## src/rtl/core/tdx_pkg.sv

```systemverilog
// Shared types, widths and character codes for the tab expander.
// Used by every module of the block; depends on nothing.
`default_nettype none

package tdx_pkg;

    localparam int NUM_STOPS_DEF   = 6;
    localparam int COLUMN_BITS_DEF = 12;

    localparam int BYTE_W      = 8;
    localparam int STOP_W      = 12;
    localparam int REP_W       = 12;
    localparam int CNT_W       = 3;
    localparam int WIDTH_W     = 7;
    localparam int CFG_IDX_W   = 3;
    localparam int CFG_DATA_W  = 12;
    localparam int QUEUE_DEPTH = 2;
    localparam int IN_TDATA_W  = 8;
    localparam int OUT_TDATA_W = 24;

    localparam logic [BYTE_W-1:0] CH_TAB   = 8'd9;
    localparam logic [BYTE_W-1:0] CH_NL    = 8'd10;
    localparam logic [BYTE_W-1:0] CH_SPACE = 8'd32;

    localparam logic [WIDTH_W-1:0] DEFAULT_TAB = 7'd8;

    // register indexes
    localparam logic [CFG_IDX_W-1:0] CFG_STOP_COUNT    = 3'd0;
    localparam logic [CFG_IDX_W-1:0] CFG_STOP_FIRST    = 3'd1;
    localparam logic [CFG_IDX_W-1:0] CFG_DEFAULT_WIDTH = 3'd7;

    typedef enum logic [1:0] {
        K_PLAIN,
        K_NEWLINE,
        K_TAB
    } t_kind;

    typedef struct packed {
        t_kind             kind;
        logic [BYTE_W-1:0] ch;
    } t_item;

    typedef enum logic {
        B_IDLE,
        B_DIV
    } t_back_state;

    typedef struct packed {
        logic busy;
        logic done;
    } t_div_stat;

endpackage

`default_nettype wire

```

## src/rtl/core/tab_expander_with_stops.sv

```systemverilog
// Top level of the tab expander with programmable stops.
// Instantiates tdx_front and tdx_back; uses tdx_pkg.
`default_nettype none

// One text byte in, one result out: the byte with repeat count 1, or for a
// tab a space with the run length that reaches the next enabled stop, or the
// next multiple of default_width beyond the last enabled stop. A byte other
// than a tab, and a tab that lands on a stop, streams at one per cycle while
// the output is not stalled. A tab resolved by the default width waits on the
// serial remainder unit, which works through one column bit a cycle. A
// two-entry queue keeps input acceptance going while the back end works; a
// stalled result holds in the result register and blocks new results. Registers
// are written through i_cfg_we / i_cfg_idx / i_cfg_data; the user must write
// them only while the block is idle, which the block itself does not enforce.

module tab_expander_with_stops #(
    parameter int NUM_STOPS   = tdx_pkg::NUM_STOPS_DEF,
    parameter int COLUMN_BITS = tdx_pkg::COLUMN_BITS_DEF
) (
    input  wire logic                              i_clk,
    input  wire logic                              i_rst_n,
    input  wire logic                              i_cfg_we,
    input  wire logic [tdx_pkg::CFG_IDX_W-1:0]     i_cfg_idx,
    input  wire logic [tdx_pkg::CFG_DATA_W-1:0]    i_cfg_data,
    input  wire logic                              s_axis_tvalid,
    output logic                                   s_axis_tready,
    input  wire logic [tdx_pkg::IN_TDATA_W-1:0]    s_axis_tdata,   // [7:0] text_byte
    output logic                                   m_axis_tvalid,
    input  wire logic                              m_axis_tready,
    output logic [tdx_pkg::OUT_TDATA_W-1:0]        m_axis_tdata    // [7:0] out_byte, [19:8] repeat_count
);

    logic           w_q_valid;
    tdx_pkg::t_item w_q_item;
    logic           w_q_pop;

    tdx_front u_front (
        .i_clk         (i_clk),
        .i_rst_n       (i_rst_n),
        .s_axis_tvalid (s_axis_tvalid),
        .s_axis_tready (s_axis_tready),
        .s_axis_tdata  (s_axis_tdata),
        .o_q_valid     (w_q_valid),
        .o_q_item      (w_q_item),
        .i_q_pop       (w_q_pop)
    );

    tdx_back #(
        .NUM_STOPS   (NUM_STOPS),
        .COLUMN_BITS (COLUMN_BITS)
    ) u_back (
        .i_clk         (i_clk),
        .i_rst_n       (i_rst_n),
        .i_cfg_we      (i_cfg_we),
        .i_cfg_idx     (i_cfg_idx),
        .i_cfg_data    (i_cfg_data),
        .i_q_valid     (w_q_valid),
        .i_q_item      (w_q_item),
        .o_q_pop       (w_q_pop),
        .m_axis_tvalid (m_axis_tvalid),
        .m_axis_tready (m_axis_tready),
        .m_axis_tdata  (m_axis_tdata)
    );

endmodule

`default_nettype wire

```

## src/rtl/core/tdx_front.sv

```systemverilog
// Input side: accepts text bytes, tags each as plain, newline or tab,
// and holds them in a short queue for the back end. Uses tdx_pkg.
`default_nettype none

module tdx_front (
    input  wire logic                              i_clk,
    input  wire logic                              i_rst_n,
    input  wire logic                              s_axis_tvalid,
    output logic                                   s_axis_tready,
    input  wire logic [tdx_pkg::IN_TDATA_W-1:0]    s_axis_tdata,   // [7:0] text_byte
    output logic                                   o_q_valid,
    output tdx_pkg::t_item                         o_q_item,
    input  wire logic                              i_q_pop
);

    localparam int DEPTH = tdx_pkg::QUEUE_DEPTH;
    localparam int PTR_W = (DEPTH > 1) ? $clog2(DEPTH) : 1;
    localparam int CNT_W = $clog2(DEPTH + 1);

    tdx_pkg::t_item r_q [DEPTH];
    logic [PTR_W-1:0] r_wr_ptr, r_rd_ptr;
    logic [CNT_W-1:0] r_count;

    tdx_pkg::t_item w_item;
    logic           w_push;
    logic           w_pop;

    always_comb begin
        w_item.ch = s_axis_tdata[tdx_pkg::BYTE_W-1:0];
        if (w_item.ch == tdx_pkg::CH_TAB) begin
            w_item.kind = tdx_pkg::K_TAB;
        end else if (w_item.ch == tdx_pkg::CH_NL) begin
            w_item.kind = tdx_pkg::K_NEWLINE;
        end else begin
            w_item.kind = tdx_pkg::K_PLAIN;
        end
    end

    assign s_axis_tready = (r_count != CNT_W'(DEPTH));
    assign w_push        = s_axis_tvalid && s_axis_tready;
    assign o_q_valid     = (r_count != '0);
    assign w_pop         = i_q_pop && o_q_valid;
    assign o_q_item      = r_q[r_rd_ptr];

    function automatic logic [PTR_W-1:0] ptr_inc(input logic [PTR_W-1:0] p);
        return (p == PTR_W'(DEPTH - 1)) ? '0 : p + 1'b1;
    endfunction

    always_ff @(posedge i_clk) begin
        if (!i_rst_n) begin
            r_wr_ptr <= '0;
            r_rd_ptr <= '0;
            r_count  <= '0;
        end else begin
            if (w_push) begin
                r_wr_ptr <= ptr_inc(r_wr_ptr);
            end
            if (w_pop) begin
                r_rd_ptr <= ptr_inc(r_rd_ptr);
            end
            if (w_push && !w_pop) begin
                r_count <= r_count + 1'b1;
            end else if (w_pop && !w_push) begin
                r_count <= r_count - 1'b1;
            end
        end
    end

    always_ff @(posedge i_clk) begin
        if (w_push) begin
            r_q[r_wr_ptr] <= w_item;
        end
    end

endmodule

`default_nettype wire

```

## src/rtl/core/tdx_mod.sv

```systemverilog
// Serial remainder unit: column modulo tab width, one dividend bit a cycle.
// Uses tdx_pkg for the width and status types.
`default_nettype none

module tdx_mod #(
    parameter int COLUMN_BITS = tdx_pkg::COLUMN_BITS_DEF
) (
    input  wire logic                          i_clk,
    input  wire logic                          i_rst_n,
    input  wire logic                          i_start,
    input  wire logic [COLUMN_BITS-1:0]        i_dividend,
    input  wire logic [tdx_pkg::WIDTH_W-1:0]   i_divisor,
    output logic [tdx_pkg::WIDTH_W-1:0]        o_rem,
    output tdx_pkg::t_div_stat                 o_stat
);

    localparam int W     = tdx_pkg::WIDTH_W;
    localparam int CNT_W = $clog2(COLUMN_BITS + 1);

    logic             r_busy, r_done;
    logic [CNT_W-1:0] r_cnt;
    logic [COLUMN_BITS-1:0] r_dvd;
    logic [W-1:0]     r_dsr;
    logic [W-1:0]     r_rem;

    logic [W:0]       w_trial;
    logic [W:0]       w_diff;

    always_comb begin
        w_trial = {r_rem, r_dvd[COLUMN_BITS-1]};
        w_diff  = w_trial - {1'b0, r_dsr};
    end

    always_ff @(posedge i_clk) begin
        if (!i_rst_n) begin
            r_busy <= 1'b0;
            r_done <= 1'b0;
            r_cnt  <= '0;
        end else if (i_start) begin
            r_busy <= 1'b1;
            r_done <= 1'b0;
            r_cnt  <= CNT_W'(COLUMN_BITS);
        end else if (r_busy) begin
            r_cnt <= r_cnt - 1'b1;
            if (r_cnt == CNT_W'(1)) begin
                r_busy <= 1'b0;
                r_done <= 1'b1;
            end
        end
    end

    always_ff @(posedge i_clk) begin
        if (i_start) begin
            r_dvd <= i_dividend;
            r_dsr <= i_divisor;
            r_rem <= '0;
        end else if (r_busy) begin
            r_dvd <= r_dvd << 1;
            // restoring step: keep the difference when the trial fits
            r_rem <= (w_trial >= {1'b0, r_dsr}) ? w_diff[W-1:0] : w_trial[W-1:0];
        end
    end

    assign o_rem       = r_rem;
    assign o_stat.busy = r_busy;
    assign o_stat.done = r_done;

endmodule

`default_nettype wire

```

## src/rtl/core/tdx_back.sv

```systemverilog
// Back end: configuration registers, column tracking, tab stop search,
// run length and the result register. Uses tdx_pkg and tdx_mod.
`default_nettype none

module tdx_back #(
    parameter int NUM_STOPS   = tdx_pkg::NUM_STOPS_DEF,
    parameter int COLUMN_BITS = tdx_pkg::COLUMN_BITS_DEF
) (
    input  wire logic                              i_clk,
    input  wire logic                              i_rst_n,
    input  wire logic                              i_cfg_we,
    input  wire logic [tdx_pkg::CFG_IDX_W-1:0]     i_cfg_idx,
    input  wire logic [tdx_pkg::CFG_DATA_W-1:0]    i_cfg_data,
    input  wire logic                              i_q_valid,
    input  wire tdx_pkg::t_item                    i_q_item,
    output logic                                   o_q_pop,
    output logic                                   m_axis_tvalid,
    input  wire logic                              m_axis_tready,
    output logic [tdx_pkg::OUT_TDATA_W-1:0]        m_axis_tdata  // [7:0] out_byte, [19:8] repeat_count
);

    localparam int SW    = tdx_pkg::STOP_W;
    localparam int RW    = tdx_pkg::REP_W;
    localparam int CW    = tdx_pkg::CNT_W;
    localparam int WW    = tdx_pkg::WIDTH_W;
    localparam int BW    = tdx_pkg::BYTE_W;
    localparam int CMP_W = (COLUMN_BITS > SW) ? COLUMN_BITS : SW;
    localparam logic [COLUMN_BITS-1:0] COL_MAX = {COLUMN_BITS{1'b1}};

    // configuration
    logic [CW-1:0] r_stop_count;
    logic [SW-1:0] r_stops [NUM_STOPS];
    logic [WW-1:0] r_dflt_width;

    // datapath state
    tdx_pkg::t_back_state r_state, n_state;
    logic [COLUMN_BITS-1:0] r_col, n_col;
    logic                   r_out_valid, n_out_valid;
    logic [BW-1:0]          r_out_byte, n_out_byte;
    logic [RW-1:0]          r_out_rep, n_out_rep;

    logic [CW-1:0]  w_enabled;
    logic [SW-1:0]  w_last;
    logic [SW-1:0]  w_target;
    logic           w_stop_path;
    logic [RW-1:0]  w_stop_run;
    logic [WW-1:0]  w_width;
    logic [WW-1:0]  w_rem;
    logic [RW-1:0]  w_dflt_run;
    logic           w_slot_free;
    logic           w_div_start;
    tdx_pkg::t_div_stat w_div_stat;

    function automatic logic [COLUMN_BITS-1:0] col_add(
        input logic [COLUMN_BITS-1:0] c,
        input logic [RW-1:0]          n
    );
        logic [CMP_W:0] s;
        s = (CMP_W+1)'(c) + (CMP_W+1)'(n);
        return (s > (CMP_W+1)'(COL_MAX)) ? COL_MAX : COLUMN_BITS'(s);
    endfunction

    always_ff @(posedge i_clk) begin
        if (!i_rst_n) begin
            r_stop_count <= '0;
            r_dflt_width <= tdx_pkg::DEFAULT_TAB;
            for (int i = 0; i < NUM_STOPS; i++) begin
                r_stops[i] <= SW'(i + 1);
            end
        end else if (i_cfg_we) begin
            if (i_cfg_idx == tdx_pkg::CFG_STOP_COUNT) begin
                r_stop_count <= i_cfg_data[CW-1:0];
            end
            if (i_cfg_idx == tdx_pkg::CFG_DEFAULT_WIDTH) begin
                r_dflt_width <= i_cfg_data[WW-1:0];
            end
            for (int i = 0; i < NUM_STOPS; i++) begin
                if (i_cfg_idx == tdx_pkg::CFG_STOP_FIRST + CW'(i)) begin
                    r_stops[i] <= i_cfg_data[SW-1:0];
                end
            end
        end
    end

    // stop search: last enabled stop, and first enabled stop above the column
    always_comb begin
        w_enabled = (32'(r_stop_count) > NUM_STOPS) ? CW'(NUM_STOPS) : r_stop_count;
        w_last    = '0;
        w_target  = '0;
        for (int i = 0; i < NUM_STOPS; i++) begin
            if (CW'(i) < w_enabled) begin
                w_last = r_stops[i];
            end
        end
        for (int i = NUM_STOPS - 1; i >= 0; i--) begin
            if (CW'(i) < w_enabled && CMP_W'(r_stops[i]) > CMP_W'(r_col)) begin
                w_target = r_stops[i];
            end
        end
        w_stop_path = (w_enabled != '0) && (CMP_W'(r_col) < CMP_W'(w_last));
        w_stop_run  = RW'(CMP_W'(w_target) - CMP_W'(r_col));
        w_width     = (r_dflt_width == '0) ? WW'(1) : r_dflt_width;
        w_dflt_run  = RW'(w_width - w_rem);
    end

    tdx_mod #(
        .COLUMN_BITS (COLUMN_BITS)
    ) u_mod (
        .i_clk      (i_clk),
        .i_rst_n    (i_rst_n),
        .i_start    (w_div_start),
        .i_dividend (r_col),
        .i_divisor  (w_width),
        .o_rem      (w_rem),
        .o_stat     (w_div_stat)
    );

    assign w_slot_free = !r_out_valid || m_axis_tready;

    always_comb begin
        n_state     = r_state;
        n_col       = r_col;
        n_out_valid = r_out_valid && !m_axis_tready;
        n_out_byte  = r_out_byte;
        n_out_rep   = r_out_rep;
        o_q_pop     = 1'b0;
        w_div_start = 1'b0;
        unique case (r_state)
            tdx_pkg::B_IDLE: begin
                if (i_q_valid) begin
                    if (i_q_item.kind == tdx_pkg::K_TAB && !w_stop_path) begin
                        // run to the next multiple of the width: needs the remainder
                        o_q_pop     = 1'b1;
                        w_div_start = 1'b1;
                        n_state     = tdx_pkg::B_DIV;
                    end else if (w_slot_free) begin
                        o_q_pop     = 1'b1;
                        n_out_valid = 1'b1;
                        unique case (i_q_item.kind)
                            tdx_pkg::K_TAB: begin
                                n_out_byte = tdx_pkg::CH_SPACE;
                                n_out_rep  = w_stop_run;
                                n_col      = col_add(r_col, w_stop_run);
                            end
                            tdx_pkg::K_NEWLINE: begin
                                n_out_byte = i_q_item.ch;
                                n_out_rep  = RW'(1);
                                n_col      = '0;
                            end
                            default: begin
                                n_out_byte = i_q_item.ch;
                                n_out_rep  = RW'(1);
                                n_col      = col_add(r_col, RW'(1));
                            end
                        endcase
                    end
                end
            end
            tdx_pkg::B_DIV: begin
                if (w_div_stat.done && w_slot_free) begin
                    n_out_valid = 1'b1;
                    n_out_byte  = tdx_pkg::CH_SPACE;
                    n_out_rep   = w_dflt_run;
                    n_col       = col_add(r_col, w_dflt_run);
                    n_state     = tdx_pkg::B_IDLE;
                end
            end
            default: begin
                n_state = tdx_pkg::B_IDLE;
            end
        endcase
    end

    always_ff @(posedge i_clk) begin
        if (!i_rst_n) begin
            r_state     <= tdx_pkg::B_IDLE;
            r_col       <= '0;
            r_out_valid <= 1'b0;
        end else begin
            r_state     <= n_state;
            r_col       <= n_col;
            r_out_valid <= n_out_valid;
        end
    end

    always_ff @(posedge i_clk) begin
        r_out_byte <= n_out_byte;
        r_out_rep  <= n_out_rep;
    end

    assign m_axis_tvalid = r_out_valid;
    assign m_axis_tdata  = {(tdx_pkg::OUT_TDATA_W - RW - BW)'(0), r_out_rep, r_out_byte};

endmodule

`default_nettype wire

```

## config.mk

```make
export PLATFORM = sky130hd
export DESIGN_NAME = tab_expander_with_stops
export DESIGN_NICKNAME = d
export VERILOG_FILES = /design/src/rtl/core/tdx_pkg.sv /design/src/rtl/core/tab_expander_with_stops.sv /design/src/rtl/core/tdx_front.sv /design/src/rtl/core/tdx_mod.sv /design/src/rtl/core/tdx_back.sv
export SDC_FILE = /design/constraint.sdc
export NUM_CORES = 1
export LEC_CHECK = 0
export ABC_CLOCK_PERIOD_IN_PS = 8640
export BUFFER_PORTS_ARGS = -buffer_cell sky130_fd_sc_hd__buf_2
export CAP_MARGIN = 10
export CORE_MARGIN = 1.5
export CORE_UTILIZATION = 50
export CTS_CLUSTER_DIAMETER = 50
export DETAILED_ROUTE_END_ITERATION = 8
export PLACE_DENSITY = 0.77
export SLEW_MARGIN = 30
export SYNTH_ARGS = -nofsm -noshare
export SYNTH_HDL_FRONTEND = slang
export SYNTH_SLANG_ARGS = --single-unit
```

## constraint.sdc

```tcl
create_clock -name i_clk -period 8.64 [get_ports i_clk]
set_input_delay 0.432 -clock i_clk [delete_from_list [all_inputs] [get_ports i_clk]]
set_output_delay 0.432 -clock i_clk [all_outputs]
set_load 0.03 [all_outputs]
```

### Word level (Yosys, flattened, before mapping)

Memory sizes are Yosys's and may differ from the RTL's. A register that Yosys moved wholly into a read port is not among the register bits.
Cells that the tools add are included.

| word-level totals | value |
|---|---|
| register bits after elaboration | 80 |
| bits in latches | 0 |
| RAM bits | 92 |
| ROM bits | 0 |
| bits of input ports | 28 |
| output and inout port bits | 26 |
| logic and storage cells | 202 |
| memories | 2 |

| operators by class | value |
|---|---|
| $add $sub $neg | 11 |
| multiply operators | 0 |
| divide/modulo/power cells | 0 |
| order comparisons | 18 |
| equality and inequality tests | 17 |
| shift-type cells | 0 |
| multiplexer cells | 98 |
| bitwise gates (word level) | 8 |
| reduce and logical (&&, ||, !) cells | 31 |

Memories:

| name | words | width | rd ports | clocked after Yosys merged registers in | wr ports | line | RTL |
|---|---|---|---|---|---|---|---|
| u_back.r_stops | 6 | 12 | 6 | 0 | 6 | tdx_back.sv:32 | `logic [SW-1:0] r_stops [NUM_STOPS];` |
| u_front.r_q | 2 | 10 | 1 | 1 | 1 | tdx_front.sv:20 | `tdx_pkg::t_item r_q [DEPTH];` |

Operator list:

| kind | number |
|---|---|
| $mux W12 | 32 |
| $gt A12 B12 Y1 | 6 |
| $pmux W12 S2 | 3 |
| $mux W1 | 47 |
| $mux W8 | 5 |
| $gt A13 B12 Y1 const B | 3 |
| $add A12 B12 Y13 | 2 |
| $eq A8 B4 Y1 const B | 2 |
| $pmux W8 S2 | 1 |
| $logic_and A1 B1 Y1 | 14 |
| $mux W7 | 2 |
| $add A12 B1 Y13 const B | 1 |
| $eq A3 B3 Y1 const B | 4 |
| $lt A12 B12 Y1 | 1 |
| $sub A12 B12 Y12 | 1 |
| $ge A8 B7 Y1 | 1 |
| $mux W4 | 2 |
| $ne A2 B2 Y1 const B | 4 |
| $sub A7 B7 Y8 | 1 |
| $logic_not A7 Y1 | 1 |
| $sub A7 B7 Y7 | 1 |
| $eq A3 B2 Y1 const B | 2 |
| $lt A1 B3 Y1 const A | 2 |
| $lt A2 B3 Y1 const A | 2 |
| other kinds (24) | 43 |

### Longest topological paths before layout

| depth | value |
|---|---|
| depth after elaboration | 20 |
| gate-level depth with buffers | 30 |
| depth with buffers taken out | 28 |

### By module

Synthesis repeated with hierarchy kept, for this count alone.

| unflattened totals | value |
|---|---|
| cell total of the unflattened synthesis | 1,327 |
| area, all modules | 12,772.2 µm² |

Modules (own cells, without submodules):

| module | times used | cells an instance | area an instance (µm²) |
|---|---|---|---|
| tdx_back | 1 | 1,106 | 10,003.3 |
| tdx_mod | 1 | 161 | 1,788.0 |
| tdx_front | 1 | 60 | 980.9 |

### Least setup slack after synthesis

Ideal clock, no wire load.

| timing path | value |
|---|---|
| path type | reg-to-reg |
| start point | reg u_back.r_col[5] |
| end point | reg u_back.r_col[9] |
| data arrival time | 5,931 ps |
| required time | 8,523 ps |
| path slack | 2,591 ps |
| cell stages (with the launch flop) | 28 |
| buffers on the path | 2 |
| cells stage by stage | dfxtp_1 clkbuf_1 inv_1 ha_1 a21oi_1 o21ai_0 a221oi_2 a21oi_2 buf_2 or3b_1 a31oi_1 a21oi_1 o21ai_0 ha_1 nor2b_1 o31ai_1 nand2b_1 a21oi_1 xnor2_1 ha_1 a21o_1 or3_1 o21a_1 o21bai_2 nand2_1 a21oi_1 o211ai_1 a32o_1 |

| on the way | value |
|---|---|
| cells in the longest elaborated chain, start to end | 17 |
| elaborated cells on any way between the ends | 40 |
| classes of those cells | add/sub (4); order compare (10); eq/ne (1); mux (15); reduce/logical (10) |

Ends and longest elaborated chain:

| item | line | RTL |
|---|---|---|
| start: declaration | tdx_back.sv:37 | `logic [COLUMN_BITS-1:0] r_col, n_col;` |
| start signal: assignment | tdx_back.sv:181 | `r_col <= n_col;` |
| $gt A12 B12 Y1 | tdx_back.sv:96 | `if (CW'(i) < w_enabled && CMP_W'(r_stops[i]) > CMP_W'(r_col)) begin` |
| $logic_and A1 B1 Y1 | tdx_back.sv:96 |  |
| $mux W12 (6 in a row) | tdx_back.sv:96 |  |
| $sub A12 B12 Y12 | tdx_back.sv:101 | `w_stop_run = RW'(CMP_W'(w_target) - CMP_W'(r_col));` |
| $add A12 B12 Y13 | tdx_back.sv:59 | `s = (CMP_W+1)'(c) + (CMP_W+1)'(n);` |
| $gt A13 B12 Y1 | tdx_back.sv:60 | `return (s > (CMP_W+1)'(COL_MAX)) ? COL_MAX : COLUMN_BITS'(s);` |
| $mux W12 | tdx_back.sv:60 |  |
| $pmux W12 S2 | tdx_back.sv:139 | `unique case (i_q_item.kind)` |
| $mux W12 | tdx_back.sv:136 | `end else if (w_slot_free) begin` |
| $mux W12 | tdx_back.sv:131 | `if (i_q_item.kind == tdx_pkg::K_TAB && !w_stop_path) begin` |
| $mux W12 | tdx_back.sv:130 | `if (i_q_valid) begin` |
| $pmux W12 S2 | tdx_back.sv:128 | `unique case (r_state)` |

Several ways; a longest one is shown, not always the timed one. The select of a mux whose other input is x is not followed.
A chain may end at the register's enable or synchronous reset.

### Worst setup path in the final report

Ends and elaborated chain as after synthesis.

==> flow_summary.json <==
{
  "finalHoldViolations": 0,
  "synthCells": 1295,
  "clock_latency_ps": 450,
  "cp_data_required_time_ps": 8990,
  "met2_usage_pct": 44.6,
  "dp_cells": 1633,
  "drtPass1Iterations": 5,
  "grt_max_degree": 38,
  "io_pins": 54,
  "grt-busiest-layer": "met2",
  "die_w_um": 161,
  "io_buffers": 49,
  "cts_sinks": 173,
  "fin_total_pwr_mw": 4.33,
  "die_h_um": 161,
  "synth_compound_area_share_pct": 18.8,
  "pwr-share-clk_pct": 19.3,
  "path_clk_slew_ps": 90,
  "post-place-ws_ps": 1560,
  "die_area_mm2": 0.0258,
  "gr-usage-met3_pct": 4.42,
  "fp-row-count": 57,
  "final_common_cell": "ha_1",
  "yosys_warnings": 0,
  "seq_power_share_pct": 29.3,
  "synth-xor-area-share_pct": 3.10,
  "fin_crit_sh_pct": 83.4,
  "worst_slew_pin_slew_ps": 896,
  "cts_inserted_buffers": 17,
  "grt_pass1_wl_um": 54400,
  "ys_ff_latch": 173,
  "peakVddDrop_v": 0.000167,
  "antenna_found_initial": 0,
  "use_met1_pct": 36.2,
  "synthMuxAreaShare_pct": 4.02,
  "drv_slew": 0,
  "clockRootBuffer": "clkbuf_16",
  "power_density_mw_per_mm2": 318,
  "yosysUniqueCellTypes": 76,
  "post_drt_via_cell_ratio": 6.15,
  "cts_tree": "built",
  "final_util_pct": 55.9,
  "drc": 0,
  "synthAdderAreaFrac_pct": 14.8,
  "synth_area_mm2": 0.0124,
  "grt_setup_unrepaired": "false",
  "dp_hpwl_um": 26800,
  "ctsLongestPathBuffers": 2,
  "synth_top_area_share_pct": 31.6,
  "grt_overflow": 0,
  "drive_gt1_share_pct": 10.2,
  "track_usage_pct": 27.3,
  "placed_cell_area_mm2": 0.0130,
  "fmax_ghz": 0.139,
  "synth_edf_count": 131,
  "p_leak_nw": 5.38,
  "cp_max_fo": 23,
  "p_switching_mw": 1.93,
  "ctsResizeCount": 0,
  "yosys.area_share.simple_pct": 17.1,
  "antenna_left": 0,
  "finalClockSkew_ps": 21.5,
  "drt_wl_total_um": 35000,
  "ys_async_sr_fraction_pct": 0,
  "synth.avg_cell_area_um2": 9.61,
  "setup_viol": 0,
  "layout.cells.non_filler": 1665,
  "diodes": 0,
  "core_area_mm2": 0.0244,
  "arrival_ps": 7560,
  "p_sw_share_pct": 44.4,
  "h-tree-depth": 4,
  "wl_per_cell_um": 21.0,
  "synth_ff_type": "edfxtp_1",
  "internal_power_mw": 2.41,
  "crit_type": "reg2reg",
  "via_count": 10200,
  "drtIter0Drc": 1078,
  "synthTopCellsByArea": "edfxtp_1 32%, ha_1 14%, dfxtp_1 6.8%",
  "cap_violations": 0,
  "fin_setup_tns_ps": 0,
  "max_slew_margin_pct": 40.1,
  "syn2layout_area_growth_pct": 9.49,
  "grt_pass1_vias": 9937,
  "gp_congestion": 0.976,
  "ys_seq_area_share_pct": 38.4,
  "synth_top_family_by_area": "compound AO/OA/AOI/OAI gates",
  "min_period_ps": 7210,
  "layout_setup_ws_ps": 1430,
  "initial_core_util_pct": 51.0,
  "p_comb_share_pct": 51.5,
  "min_path_type": "in2reg",
  "final_nets": 1500,
  "cts_hold_buf": 0,
  "whs_ps": 186,
  "yosysTopAreaCell": "edfxtp_1",
  "design_area_mm2": 0.0136,
  "status": "complete, no violations",
  "layout_common_cells": "139 x ha_1, 131 x edfxtp_1, 114 x a21oi_1, 111 x nand2_1, 96 x nor2_1",
  "endpoint_kind": "register",
  "start_kind": "register",
  "post-cts-setup-buffer-count": 0
}
[cell usage after synthesis (all sizes together) (20+ instances only)]
| cell | count |
|---|---|
| nand4 | 20 |
| inv | 61 |
| ha | 139 |
| clkbuf | 36 |
| and2 | 66 |
| edfxtp | 131 |
| dfxtp | 42 |
| a21oi | 116 |
| nand2 | 111 |
| nand3 | 22 |
| mux2 | 21 |
| xnor2 | 32 |
| a21o | 20 |
| nor2 | 98 |
| o21ai | 61 |
| mux2i | 26 |
[cell families (layout without fill, tap and decap cells)]
group,after synthesis,after routing
AO/OA/AOI/OAI,351,351
multiplexers,47,47
buffers and inverters,115,158
XOR/XNOR,44,44
flip-flops,173,173
other,1,4
AND/OR/NAND/NOR,420,420
adder cells (fa/ha/maj),144,144
[per-layer routing]
| layer | part of all wire (%) | wire length (um) |
|---|---|---|
| met5 | 0 | 0 |
| met4 | 3.1 | 1080 |
| met3 | 8.3 | 2910 |
| met2 | 46 | 16100 |
| met1 | 43 | 14900 |
[registers in the layout, summed over array words and instances (netlist names), named ones only]
name                  cells
u_back.r_col             12
u_back.u_mod.o_rem        7
u_back.m_axis_tvalid      1
u_back.r_out_rep         12
u_back.u_mod.r_dsr        7
u_front.r_wr_ptr          1
u_back.u_mod.r_cnt        4
u_front.r_count           2
u_back.u_mod.r_busy       1
u_front.r_q              20
u_back.r_stops           72
u_front.r_rd_ptr          1
u_back.r_out_byte         8
u_back.r_stop_count       3
u_back.u_mod.r_dvd       12
u_back.r_state            1
u_back.u_mod.r_done       1
u_back.r_dflt_width       7
[worst paths after layout]
kind                                from                     end  slack (ps)  depth (start not counted)
setup / recovery         u_back.r_col[5]         u_back.r_col[9]        1430                         27
hold / removal           s_axis_tdata[2]       u_front.r_q[0][2]         190                          1
setup reg to reg         u_back.r_col[5]         u_back.r_col[9]        1430                         27
hold reg to reg   u_back.r_dflt_width[0]  u_back.r_dflt_width[0]         470                          2
[power by group through the flow]
stage | Combinational [mW] | Clock (mW) | Sequential (mW)
after global placement | 2.15 | 0 | 1.28
after floorplan | 1.60 | 0 | 1.32
after global routing | 2.45 | 0.874 | 1.29
final | 2.23 | 0.835 | 1.27
after CTS | 2.20 | 0.843 | 1.27
after detailed placement | 2.19 | 0 | 1.28
[critical path: stages, from the launching register on]
cell and delay (ps):
dfxtp_1 630, inv_1 340, ha_1 410, nand4_1 120, a211o_1 270, a21oi_2 700
nor3_1 110, o31ai_1 250, a21oi_1 120, a21oi_1 190, ha_1 250, inv_1 100
fa_1 470, a21o_1 190, a21oi_1 210, o21bai_1 100, a21oi_1 310, o21bai_1 100
a21oi_1 190, xnor2_1 220, ha_1 330, o211a_1 140, o21a_1 130, o21bai_2 250
nand2_1 180, a21oi_1 370, o211ai_1 140, a32o_1 280
[area by class of cell]
type	instances	area [um^2]
clock buffer	17	425
fill	2143	10800
clock inverter	15	214
tap	324	405
sequential	173	4770
inverter	62	233
multi-input combinational	1010	7210
timing repair buffer	64	358
Note: power is estimated with default switching activity, not from simulation.
